`src/design/pcst_pkg.sv`:
```
// pcst_pkg: shared types, constants and scan code tables for the pc to st translator
// used by pcst_lookup, pcst_core and pc_to_st_scancode_translator_unit
`default_nettype none

package pcst_pkg;

    localparam int TABLE_DEPTH = 128;
    localparam int IDX_W       = $clog2(TABLE_DEPTH);
    localparam int ENTRY_W     = 14;

    // entry flag positions
    localparam int FLG_NUMPAD_BIT = 8;
    localparam int FLG_CTRL_BIT   = 9;
    localparam int FLG_PAUSE_BIT  = 10;
    localparam int FLG_SHIFT_BIT  = 11;
    localparam int FLG_PRTSCR_BIT = 12;
    localparam int FLG_JOY_BIT    = 13;

    localparam logic [ENTRY_W-1:0] FLG_NUMPAD = ENTRY_W'(14'h0100);
    localparam logic [ENTRY_W-1:0] FLG_CTRL   = ENTRY_W'(14'h0200);
    localparam logic [ENTRY_W-1:0] FLG_PAUSE  = ENTRY_W'(14'h0400);
    localparam logic [ENTRY_W-1:0] FLG_SHIFT  = ENTRY_W'(14'h0800);
    localparam logic [ENTRY_W-1:0] FLG_PRTSCR = ENTRY_W'(14'h1000);
    localparam logic [ENTRY_W-1:0] FLG_JOY    = ENTRY_W'(14'h2000);

    localparam logic [7:0]       SCAN_PREFIX  = 8'he0;
    localparam logic [7:0]       SCAN_NUMLOCK = 8'h45;
    localparam logic [IDX_W-1:0] LOW_LED_ACK  = IDX_W'(7'h7a);
    localparam logic [IDX_W-1:0] LOW_CTRL     = IDX_W'(7'h1d);

    localparam logic [6:0] ST_UP    = 7'h48;
    localparam logic [6:0] ST_DOWN  = 7'h50;
    localparam logic [6:0] ST_LEFT  = 7'h4b;
    localparam logic [6:0] ST_RIGHT = 7'h4d;
    localparam logic [6:0] ST_FIRE  = 7'h1d;

    // configuration register indexes
    localparam logic [1:0] CFG_BREAK_KEY    = 2'd0;
    localparam logic [1:0] CFG_SELECTOR_KEY = 2'd1;
    localparam logic [1:0] CFG_LEDS_ENABLE  = 2'd2;
    localparam logic [1:0] CFG_LAPTOP_MODE  = 2'd3;

    localparam logic [6:0] BREAK_KEY_RST    = 7'd41;
    localparam logic [7:0] SELECTOR_KEY_RST = 8'd88;

    typedef enum logic [2:0] {
        EV_NONE       = 3'd0,
        EV_USER_BREAK = 3'd1,
        EV_SELECTOR   = 3'd2,
        EV_PRTSCR     = 3'd3,
        EV_HARD_RESET = 3'd4,
        EV_SOFT_RESET = 3'd5
    } t_event;

    typedef struct packed {
        logic [6:0] break_key_code;
        logic [7:0] selector_key_code;
        logic       leds_enable;
        logic       laptop_mode;
    } t_cfg;

    // packed lowest field last so the struct matches tdata order
    typedef struct packed {
        logic [2:0] led_value;
        logic       led_valid;
        logic [7:0] joystick_mask;
        t_event     event_res;
        logic [7:0] key_code;
        logic       key_valid;
    } t_result;

    function automatic logic [ENTRY_W-1:0] normal_map(input logic [IDX_W-1:0] idx);
        logic [ENTRY_W-1:0] e;
        e = '0;
        unique case (idx)
            7'h1d:   e = FLG_CTRL | ENTRY_W'(7'h1d);
            7'h2a:   e = FLG_SHIFT | ENTRY_W'(7'h2a);
            7'h36:   e = FLG_SHIFT | ENTRY_W'(7'h36);
            7'h37:   e = ENTRY_W'(7'h66);
            7'h45:   e = '0;
            7'h46:   e = FLG_PRTSCR;
            7'h47:   e = FLG_NUMPAD | ENTRY_W'(7'h67);
            7'h48:   e = FLG_NUMPAD | ENTRY_W'(7'h68);
            7'h49:   e = FLG_NUMPAD | ENTRY_W'(7'h69);
            7'h4a:   e = FLG_NUMPAD | ENTRY_W'(7'h4a);
            7'h4b:   e = FLG_NUMPAD | ENTRY_W'(7'h6a);
            7'h4c:   e = FLG_NUMPAD | ENTRY_W'(7'h6b);
            7'h4d:   e = FLG_NUMPAD | ENTRY_W'(7'h6c);
            7'h4e:   e = FLG_NUMPAD | ENTRY_W'(7'h4e);
            7'h4f:   e = FLG_NUMPAD | ENTRY_W'(7'h6d);
            7'h50:   e = FLG_NUMPAD | ENTRY_W'(7'h6e);
            7'h51:   e = FLG_NUMPAD | ENTRY_W'(7'h6f);
            7'h52:   e = FLG_NUMPAD | ENTRY_W'(7'h70);
            7'h53:   e = FLG_NUMPAD | ENTRY_W'(7'h71);
            7'h56:   e = ENTRY_W'(7'h60);
            default: begin
                if (idx <= 7'h44) begin
                    e = ENTRY_W'(idx);
                end else begin
                    e = '0;
                end
            end
        endcase
        return e;
    endfunction

    function automatic logic [ENTRY_W-1:0] extended_map(input logic [IDX_W-1:0] idx);
        logic [ENTRY_W-1:0] e;
        e = '0;
        unique case (idx)
            7'h1c:   e = ENTRY_W'(7'h72);
            7'h1d:   e = FLG_NUMPAD | FLG_CTRL | FLG_JOY | ENTRY_W'(7'h1d);
            7'h35:   e = ENTRY_W'(7'h65);
            7'h38:   e = ENTRY_W'(7'h38);
            7'h46:   e = FLG_PAUSE;
            7'h47:   e = ENTRY_W'(7'h47);
            7'h48:   e = FLG_JOY | ENTRY_W'(7'h48);
            7'h49:   e = ENTRY_W'(7'h62);
            7'h4b:   e = FLG_JOY | ENTRY_W'(7'h4b);
            7'h4d:   e = FLG_JOY | ENTRY_W'(7'h4d);
            7'h50:   e = FLG_JOY | ENTRY_W'(7'h50);
            7'h51:   e = ENTRY_W'(7'h61);
            7'h52:   e = ENTRY_W'(7'h52);
            7'h53:   e = ENTRY_W'(7'h53);
            default: e = '0;
        endcase
        return e;
    endfunction

endpackage

`default_nettype wire

```
`src/design/pcst_lookup.sv`:
```
// pcst_lookup: table lookup of one scan code, normal or extended, with laptop ctrl remap
// depends on pcst_pkg tables
`default_nettype none

module pcst_lookup
    import pcst_pkg::*;
(
    input  wire logic [IDX_W-1:0]   i_low,
    input  wire logic               i_ext,
    input  wire logic               i_laptop_mode,
    output logic      [ENTRY_W-1:0] o_entry
);

    logic [ENTRY_W-1:0] raw;

    always_comb begin
        raw = i_ext ? extended_map(i_low) : normal_map(i_low);
        o_entry = raw;
        if (i_low == LOW_CTRL && i_laptop_mode) begin
            if (i_ext) begin
                o_entry = raw & ~FLG_JOY;
            end else begin
                o_entry = raw | FLG_JOY;
            end
        end
    end

endmodule

`default_nettype wire

```
`src/design/pcst_core.sv`:
```
// pcst_core: keyboard state (prefix, numlock, modifiers, joystick) and result decode
// depends on pcst_pkg and pcst_lookup
`default_nettype none

module pcst_core
    import pcst_pkg::*;
(
    input  wire logic       i_clk,
    input  wire logic       i_rst_n,
    input  wire logic       i_advance,
    input  wire logic [7:0] i_scan_byte,
    input  wire logic       i_selector_open,
    input  wire t_cfg       i_cfg,
    output t_result         o_result
);

    logic       r_prefix, r_numlock, r_ctrl, r_pause, r_shift;
    logic [7:0] r_joy;
    logic       n_prefix, n_numlock, n_ctrl, n_pause, n_shift;
    logic [7:0] n_joy;

    logic [ENTRY_W-1:0] entry;
    logic [IDX_W-1:0]   low;
    logic               rel;
    logic [7:0]         joy_bit;

    assign low = i_scan_byte[IDX_W-1:0];
    assign rel = i_scan_byte[7];

    pcst_lookup u_lookup (
        .i_low         (low),
        .i_ext         (r_prefix),
        .i_laptop_mode (i_cfg.laptop_mode),
        .o_entry       (entry)
    );

    always_comb begin
        unique case (entry[6:0])
            ST_UP:    joy_bit = 8'h01;
            ST_DOWN:  joy_bit = 8'h02;
            ST_LEFT:  joy_bit = 8'h04;
            ST_RIGHT: joy_bit = 8'h08;
            ST_FIRE:  joy_bit = 8'h80;
            default:  joy_bit = 8'h00;
        endcase
    end

    always_comb begin
        n_prefix  = (i_scan_byte == SCAN_PREFIX);
        n_numlock = r_numlock;
        n_ctrl    = r_ctrl;
        n_pause   = r_pause;
        n_shift   = r_shift;
        n_joy     = r_joy;
        o_result  = '0;
        o_result.event_res = EV_NONE;

        if (n_prefix || low == LOW_LED_ACK) begin
            o_result.event_res = EV_NONE;
        end else if (low == i_cfg.break_key_code) begin
            o_result.event_res = EV_USER_BREAK;
        end else if (i_scan_byte == i_cfg.selector_key_code && !i_selector_open) begin
            o_result.event_res = EV_SELECTOR;
        end else if (i_scan_byte == SCAN_NUMLOCK) begin
            n_numlock = !r_numlock;
            if (i_cfg.leds_enable) begin
                o_result.led_valid = 1'b1;
                o_result.led_value = {1'b0, n_numlock, 1'b0};
            end
        end else if (entry[FLG_PRTSCR_BIT]) begin
            if (rel) begin
                o_result.event_res = EV_PRTSCR;
            end
        end else begin
            if (entry[FLG_CTRL_BIT])  n_ctrl  = !rel;
            if (entry[FLG_PAUSE_BIT]) n_pause = !rel;
            if (entry[FLG_SHIFT_BIT]) n_shift = !rel;
            if (entry == '0) begin
                o_result.event_res = EV_NONE;
            end else if (entry[FLG_JOY_BIT] && !r_numlock) begin
                if (rel) begin
                    n_joy = r_joy & ~joy_bit;
                end else begin
                    n_joy = r_joy | joy_bit;
                end
            end else if (n_ctrl && n_pause) begin
                o_result.event_res = n_shift ? EV_HARD_RESET : EV_SOFT_RESET;
                n_ctrl  = 1'b0;
                n_pause = 1'b0;
                n_shift = 1'b0;
            end else begin
                o_result.key_valid = 1'b1;
                o_result.key_code  = {rel, entry[6:0]};
            end
        end
        o_result.joystick_mask = n_joy;
    end

    always_ff @(posedge i_clk) begin
        if (!i_rst_n) begin
            r_prefix  <= 1'b0;
            r_numlock <= 1'b1;
            r_ctrl    <= 1'b0;
            r_pause   <= 1'b0;
            r_shift   <= 1'b0;
            r_joy     <= '0;
        end else if (i_advance) begin
            r_prefix  <= n_prefix;
            r_numlock <= n_numlock;
            r_ctrl    <= n_ctrl;
            r_pause   <= n_pause;
            r_shift   <= n_shift;
            r_joy     <= n_joy;
        end
    end

endmodule

`default_nettype wire

```
`src/design/pc_to_st_scancode_translator_unit.sv`:
```
// pc_to_st_scancode_translator_unit: top level, stream ports, config registers, pipeline regs
// depends on pcst_pkg and pcst_core
`default_nettype none

// Translates PC set-1 scan bytes into ST key codes, one result per request. A request
// passes an input register and then a result register, and the result is valid once it is in the
// result register; a new request is taken every cycle as long as the output side
// keeps taking results; the only per-request work is the table lookup and flag logic
// between the two registers. The result carries the key code, an event code, the
// joystick mask after the request and an optional LED command. Configuration writes
// take effect at once and are meant to happen while no request is in flight.
module pc_to_st_scancode_translator_unit
    import pcst_pkg::*;
(
    input  wire logic        i_clk,
    input  wire logic        i_rst_n,
    input  wire logic        i_s_axis_tvalid,
    output logic             o_s_axis_tready,
    // scan_byte [7:0], selector_open [8], zero [15:9]
    input  wire logic [15:0] i_s_axis_tdata,
    output logic             o_m_axis_tvalid,
    input  wire logic        i_m_axis_tready,
    // key_valid [0], key_code [8:1], event_res [11:9], joystick_mask [19:12],
    // led_valid [20], led_value [23:21]
    output logic      [23:0] o_m_axis_tdata,
    input  wire logic        i_cfg_we,
    input  wire logic [1:0]  i_cfg_index,
    input  wire logic [7:0]  i_cfg_wdata
);

    t_cfg    r_cfg;
    logic    r_in_valid;
    logic    [7:0] r_in_scan;
    logic    r_in_sel;
    logic    r_out_valid;
    t_result r_out;
    t_result core_result;
    logic    advance;

    always_ff @(posedge i_clk) begin
        if (!i_rst_n) begin
            r_cfg.break_key_code    <= BREAK_KEY_RST;
            r_cfg.selector_key_code <= SELECTOR_KEY_RST;
            r_cfg.leds_enable       <= 1'b0;
            r_cfg.laptop_mode       <= 1'b0;
        end else if (i_cfg_we) begin
            unique case (i_cfg_index)
                CFG_BREAK_KEY:    r_cfg.break_key_code    <= i_cfg_wdata[6:0];
                CFG_SELECTOR_KEY: r_cfg.selector_key_code <= i_cfg_wdata;
                CFG_LEDS_ENABLE:  r_cfg.leds_enable       <= i_cfg_wdata[0];
                CFG_LAPTOP_MODE:  r_cfg.laptop_mode       <= i_cfg_wdata[0];
                default:          r_cfg <= r_cfg;
            endcase
        end
    end

    assign advance         = r_in_valid && (!r_out_valid || i_m_axis_tready);
    assign o_s_axis_tready = !r_in_valid || advance;

    always_ff @(posedge i_clk) begin
        if (!i_rst_n) begin
            r_in_valid <= 1'b0;
        end else if (o_s_axis_tready) begin
            r_in_valid <= i_s_axis_tvalid;
        end
    end

    always_ff @(posedge i_clk) begin
        if (o_s_axis_tready && i_s_axis_tvalid) begin
            r_in_scan <= i_s_axis_tdata[7:0];
            r_in_sel  <= i_s_axis_tdata[8];
        end
    end

    pcst_core u_core (
        .i_clk           (i_clk),
        .i_rst_n         (i_rst_n),
        .i_advance       (advance),
        .i_scan_byte     (r_in_scan),
        .i_selector_open (r_in_sel),
        .i_cfg           (r_cfg),
        .o_result        (core_result)
    );

    always_ff @(posedge i_clk) begin
        if (!i_rst_n) begin
            r_out_valid <= 1'b0;
        end else if (!r_out_valid || i_m_axis_tready) begin
            r_out_valid <= r_in_valid;
        end
    end

    always_ff @(posedge i_clk) begin
        if (advance) begin
            r_out <= core_result;
        end
    end

    assign o_m_axis_tvalid = r_out_valid;
    assign o_m_axis_tdata  = r_out;

    // a prefix byte never produces a key, an event or a LED command
    a_prefix_empty: assert property (@(posedge i_clk) disable iff (!i_rst_n)
        advance && r_in_scan == SCAN_PREFIX |=>
            r_out_valid && !r_out.key_valid && r_out.event_res == EV_NONE && !r_out.led_valid)
        else $error("prefix byte produced a result");

    a_key_xor_event: assert property (@(posedge i_clk) disable iff (!i_rst_n)
        r_out_valid |-> !(r_out.key_valid && r_out.event_res != EV_NONE)
            && !(r_out.key_valid && r_out.led_valid))
        else $error("key and event or led in one result");

    a_led_enabled: assert property (@(posedge i_clk) disable iff (!i_rst_n)
        r_out_valid && r_out.led_valid |-> r_cfg.leds_enable)
        else $error("led command with leds disabled");

    a_joy_bits: assert property (@(posedge i_clk) disable iff (!i_rst_n)
        r_out_valid |-> r_out.joystick_mask[6:4] == 3'b000)
        else $error("joystick mask has unused bits set");

endmodule

`default_nettype wire
```
`config.mk`:
```
export PLATFORM = sky130hd
export DESIGN_NAME = pc_to_st_scancode_translator_unit
export DESIGN_NICKNAME = d
export VERILOG_FILES = /design/src/design/pcst_pkg.sv /design/src/design/pcst_lookup.sv /design/src/design/pcst_core.sv /design/src/design/pc_to_st_scancode_translator_unit.sv
export SDC_FILE = /design/constraint.sdc
export NUM_CORES = 1
export LEC_CHECK = 0
export BUFFER_PORTS_ARGS = -buffer_cell sky130_fd_sc_hd__buf_4
export CELL_PAD_IN_SITES_DETAIL_PLACEMENT = 2
export CELL_PAD_IN_SITES_GLOBAL_PLACEMENT = 2
export CORE_UTILIZATION = 38
export DETAILED_ROUTE_END_ITERATION = 10
export PLACE_DENSITY_LB_ADDON = 0.08
export SKIP_CTS_REPAIR_TIMING = 1
export SLEW_MARGIN = 30
export SYNTH_ARGS = -nofsm -noshare
export SYNTH_HDL_FRONTEND = slang
export SYNTH_SLANG_ARGS = --single-unit
export TNS_END_PERCENT = 50
```
`constraint.sdc`:
```
create_clock -name i_clk -period 7.7 [get_ports i_clk]
set_input_delay 0.385 -clock i_clk [delete_from_list [all_inputs] [get_ports i_clk]]
set_output_delay 0.385 -clock i_clk [all_outputs]
set_load 0.01 [all_outputs]
```
* Word level (Yosys, flattened, before mapping)
Index checks and enable logic that the tools add are counted.
Storage, ports and cells: register bits after elaboration 65, input bits 31, output and inout port bits 26, word-level logic and storage cells 152
Operators by class: magnitude comparators 1, equality and inequality tests 36, multiplexer cells 55, bitwise gates (word level) 9, reduce and logical (&&, ||, !) cells 28
Operators by type and width (count):
- $pmux 13 s20 | 1
- $pmux 14 s14 | 1
- $eq 7x7->1 const B | 21
- $mux 8 | 8
- $mux 14 | 3
- $pmux 8 s5 | 1
- $eq 7x6->1 const B | 5
- $mux 1 | 30
- $mux 9 | 3
- $eq 7x5->1 const B | 3
- $logic_not 14->1 | 1
- $mux 12 | 1
- $mux 11 | 1
- $mux 3 | 3
- $and 8x8->8 | 1
- $eq 8x7->1 const B | 1
- $eq 8x8->1 | 1
- $eq 8x8->1 const B | 1
- $not 8->8 | 1
- $or 8x8->8 | 1
- $reduce_and 2->1 | 4
- $reduce_or 4->1 | 2
- $reduce_or 8->1 | 1
- $eq 7x7->1 | 1
- other kinds (15) | 33

* Depth between registers and ports, before layout
depth in word-level cells 20, gate-level depth with buffers 13, depth with buffers taken out 8

* By module
A second synthesis with hierarchy kept.
Second synthesis, totals: cells, all modules 422, area, all modules 4063.9 um^2
Modules (own cells, without submodules):
- pc_to_st_scancode_translator_unit | times used 1, cells each 117, area an instance 1808.0 um^2, sequential area each 1371.3 um^2
- pcst_core | times used 1, cells each 157, area an instance 1300.0 um^2, sequential area each 200.2 um^2
- pcst_lookup | times used 1, cells each 148, area an instance 955.9 um^2, sequential area each 0.0 um^2

* Worst setup path after synthesis
Ideal clock, no wire load.
path type flip-flop to flip-flop, from reg r_in_scan[4], to reg r_out, in the netlist o_m_axis_tdata[6], data pin, library setup time 272 ps, data arrival time 2561 ps, required time 7428 ps, slack 4868 ps, stages on the path, launching flop included 11, path buffers 3, clock period less this slack 2832 ps, cells stage by stage edfxtp_1 > buf_6 > nor4bb_1 > buf_2 > a22oi_1 > a2111oi_2 > o2bb2ai_1 > nor4_1 > a21bo_2 > buf_2 > a2111oi_1
Between the ends: cells in the longest elaborated chain, start to end 13, elaborated cells on any way between the ends 54, classes of those cells order compare: 1; eq/ne: 28; mux: 18; reduce/logical: 7
RTL lines:
- from (decl) | RTL line pc_to_st_scancode_translator_unit.sv:33 | logic [7:0] r_in_scan;
- from (signal assigned) | RTL line pc_to_st_scancode_translator_unit.sv:70 | r_in_scan <= i_s_axis_tdata[7:0];
- $eq 7x7->1, or another cell as far along | RTL line pcst_pkg.sv:75 | unique case (idx)
- $pmux 13 s20 / $pmux 14 s14 (equally long branches) | RTL line pcst_pkg.sv:75, pcst_pkg.sv:110
- $mux 14 | RTL line pcst_lookup.sv:17 | raw = i_ext ? extended_map(i_low) : normal_map(i_low);
- $mux 14 | RTL line pcst_lookup.sv:20 | if (i_ext) begin
- $mux 14 | RTL line pcst_lookup.sv:19 | if (i_low == LOW_CTRL && i_laptop_mode) begin
- $mux 1, on equally long branches | RTL line pcst_core.sv:75, pcst_core.sv:76
- $mux 1 | RTL line pcst_core.sv:70 | end else if (entry[FLG_PRTSCR_BIT]) begin
- $mux 1 | RTL line pcst_core.sv:64 | end else if (i_scan_byte == SCAN_NUMLOCK) begin
- $mux 1 | RTL line pcst_core.sv:62 | end else if (i_scan_byte == i_cfg.selector_key_code && !i_selector_open) begin
- $mux 1 | RTL line pcst_core.sv:60 | end else if (low == i_cfg.break_key_code) begin
- $mux 1 | RTL line pcst_core.sv:58 | if (n_prefix || low == LOW_LED_ACK) begin
- $logic_and 1x1->1 | RTL line pcst_core.sv:86 | end else if (n_ctrl && n_pause) begin
- $reduce_or 8->1 (no source line)
- to (signal assigned) | RTL line pc_to_st_scancode_translator_unit.sv:95 | r_out <= core_result;
- to (decl) | RTL line pc_to_st_scancode_translator_unit.sv:36 | t_result r_out;
Several ways; a longest one is shown, not always the timed one. The select of a mux whose other input is x is not followed. A chain may end at the register's enable or synchronous reset.

* Worst setup path in the final report
from reg r_in_scan[6], to reg r_out, in the netlist o_m_axis_tdata[1], data pin
The elaborated chain is that of the path after synthesis.

==> results.json <==
{
  "crit_arrival_ns": 3.82,
  "clk_latency_ns": 0.35,
  "intPower_w": 0.000539,
  "async_flop_share": 0,
  "max_cap_violations": 0,
  "dieArea_um2": 11100,
  "core-area_um2": 10300,
  "max_slew_margin": 0.332,
  "rrSetupSlack_ns": 3.96,
  "post-dp-hpwl_mm": 9.64,
  "vias_per_cell": 6.03,
  "place_inst": 616,
  "die_w_um": 105,
  "comb_power_share": 0.184,
  "ys_warn_count": 0,
  "final_cell_count_no_fill": 632,
  "drt-initial-drc-count": 210,
  "final_core_utilization": 0.448,
  "use_met3": 0.0474,
  "crit_type": "flip-flop to flip-flop",
  "layout_common_cells": "buf_4 (56), nand2_1 (46), nor2_1 (37), a21oi_1 (29), dfxtp_1 (29)",
  "reg2reg_from": "r_in_scan[6]",
  "cts_sinks": 57,
  "synth-seq-cells": 57,
  "dr.pass1.iters": 4,
  "max_freq_mhz": 268,
  "rows": 37,
  "status": "completed",
  "tritoncts": "done",
  "wl_per_cell_um": 21.3,
  "seqPwrFrac": 0.442,
  "hp-class": "primary input to flip-flop",
  "setup-violations-final": 0,
  "routabilityCongestion": 0.861,
  "grt_max_degree": 40,
  "clkPwrFrac": 0.373,
  "skew_ns": 0.00939,
  "pre_cts_ws_ns": 4.01,
  "synth_sequential_area_ratio": 0.351,
  "drc": 0,
  "top_usage_layer": "met2",
  "fin_ws_ns": 3.96,
  "htree_levels": 3,
  "overflow": 0,
  "cts-root-buf": "clkbuf_8",
  "clk_path_buf_depth": 2,
  "switching_share": 0.293,
  "area_growth_pct": 14.2,
  "cts_buffers": 9,
  "clk_pin_slew_ns": 0.07,
  "n_antenna_cell": 0,
  "syn_inst": 460,
  "initial_core_util": 0.392,
  "die_h_um": 105,
  "synth_edf_count": 28,
  "drive_above_1_share": 0.188,
  "min_period_over_period": 0.485,
  "layout_commonest_cell": "buf_4",
  "worstRegToRegCells": 9,
  "worstPathMaxFanout": 34,
  "track_usage": 0.258,
  "crit_path_start": "r_in_scan[6]",
  "grt_util_met2": 0.438,
  "timing.final.hold_violations": 0,
  "rsz0062_at_grt": "false",
  "end_kind": "flip-flop",
  "final_max_slew_viol_count": 0,
  "min_period_ns": 3.74,
  "synth_flop_cell": "dfxtp_1",
  "p_switching_w": 0.000223,
  "vias": 3812,
  "synth.avg_cell_area_um2": 8.80,
  "drtAntennaViolNets": 0,
  "crit_required_ns": 7.78,
  "ir_worst_vdd_v": 0.0000759,
  "grt_first_pass_wirelength_mm": 22.0,
  "tightest_slew_ns": 0.993,
  "portBuffers": 44,
  "rr_endpoint": "o_m_axis_tdata[1]",
  "netlist_area_um2": 4050,
  "antenna_found_initial": 0,
  "grt_use_met1": 0.328,
  "pin_count": 57,
  "routed_wl_mm": 13.5,
  "p_per_area_nw_per_um2": 165,
  "p_leak_nw": 1.67,
  "first_global_vias": 3942,
  "tns_ns": 0,
  "crit_path_end": "o_m_axis_tdata[1]",
  "ys_types": 82,
  "fin_nets": 522,
  "worst_setup_path_start_kind": "flip-flop"
}
critical path, cell delays in order (launching register included):
cell and delay, ns:
edfxtp_1 0.32, buf_4 0.33, or3b_1 0.63, nor2_4 0.20
o211ai_4 0.16, a2111oi_2 0.54, o2bb2ai_1 0.22, nor4_1 0.59
a21bo_2 0.37, nor2_1 0.09
power by group through the flow:
stage	sequential (W)	combinational [W]	clock [W]
after floorplan	0.000346	0.0000925	0
after CTS	0.000337	0.000140	0.000289
after detailed placement	0.000344	0.000139	0
final	0.000337	0.000141	0.000284
after global placement	0.000343	0.000135	0
after global routing	0.000338	0.000152	0.000306
final cells by class:
| cell class | count | area (µm²) |
|---|---|---|
| well taps | 136 | 170 |
| clock buffers | 13 | 180 |
| flip-flops and latches | 57 | 1420 |
| repair buffers | 56 | 420 |
| clock inverters | 3 | 21.3 |
| fillers | 1150 | 5700 |
| inverters | 13 | 48.8 |
| multi-input cells | 354 | 2360 |
registers in the layout (all words and copies together) (netlist names), 5 cells and up:
name,count
o_m_axis_tdata,19
r_cfg,17
r_in_scan,8
u_core.r_joy,5
how the worst min path moves through the flow:
stage / from / endpoint / slack (ns) / cells after the start
2_1_floorplan: r_cfg[2] / r_cfg[2] / 0.45 / 2
3_3_place_gp: r_cfg[2] / r_cfg[2] / 0.46 / 2
3_5_place_dp: r_cfg[2] / r_cfg[2] / 0.49 / 2
4_1_cts: i_s_axis_tdata[2] / r_in_scan[2] / 0.21 / 1
5_1_grt: i_s_axis_tdata[5] / r_in_scan[5] / 0.20 / 1
6_report: i_s_axis_tdata[2] / r_in_scan[2] / 0.22 / 1
metal layers:
metal | routed length (µm) | up-vias
li1 | - | 1784
met1 | 5850 | 1920
met2 | 6770 | 88
met3 | 590 | 20
met4 | 257 | 0
met5 | 0 | -
cells in the mapped netlist, types with 7 or more instances:
| master | n | area share |
|---|---|---|
| mux2i_1 | 11 | 0.027 |
| a31oi_1 | 10 | 0.015 |
| nor2b_1 | 12 | 0.019 |
| a211oi_1 | 8 | 0.015 |
| nand2b_1 | 7 | 0.011 |
| nand2_1 | 46 | 0.043 |
| nor2_1 | 37 | 0.034 |
| and2_1 | 8 | 0.012 |
| nand3_1 | 15 | 0.019 |
| nor4bb_1 | 7 | 0.017 |
| inv_1 | 11 | 0.010 |
| a21oi_1 | 29 | 0.036 |
| edfxtp_1 | 28 | 0.21 |
| clkbuf_1 | 9 | 0.0083 |
| dfxtp_1 | 29 | 0.14 |
| nor3_1 | 8 | 0.0099 |
| xnor2_1 | 12 | 0.026 |
| o21ai_0 | 13 | 0.016 |
| buf_2 | 15 | 0.019 |
| buf_4 | 7 | 0.013 |
cells by family (layout without fill, tap and decap cells):
family,Yosys count,count (layout),synth area share
xor+xnor,18,18,0.0390
other cells,1,5,0.000927
simple gates,192,192,0.275
compound gates,128,128,0.237
buf+inv,53,85,0.0699
mux,11,11,0.0272
flops,57,57,0.351
through the flow:
stage | total power [W] | hold slack (ns) | instance area, µm²
after global routing | 0.000796 | 0.198 | 4620
after detailed placement | 0.000483 | 0.486 | 4420
final | 0.000762 | 0.215 | 4620
after global placement | 0.000478 | 0.456 | 4420
after CTS | 0.000767 | 0.208 | 4620
after floorplan | 0.000439 | 0.449 | 4060
Note: power is estimated with default switching activity, not from simulation.
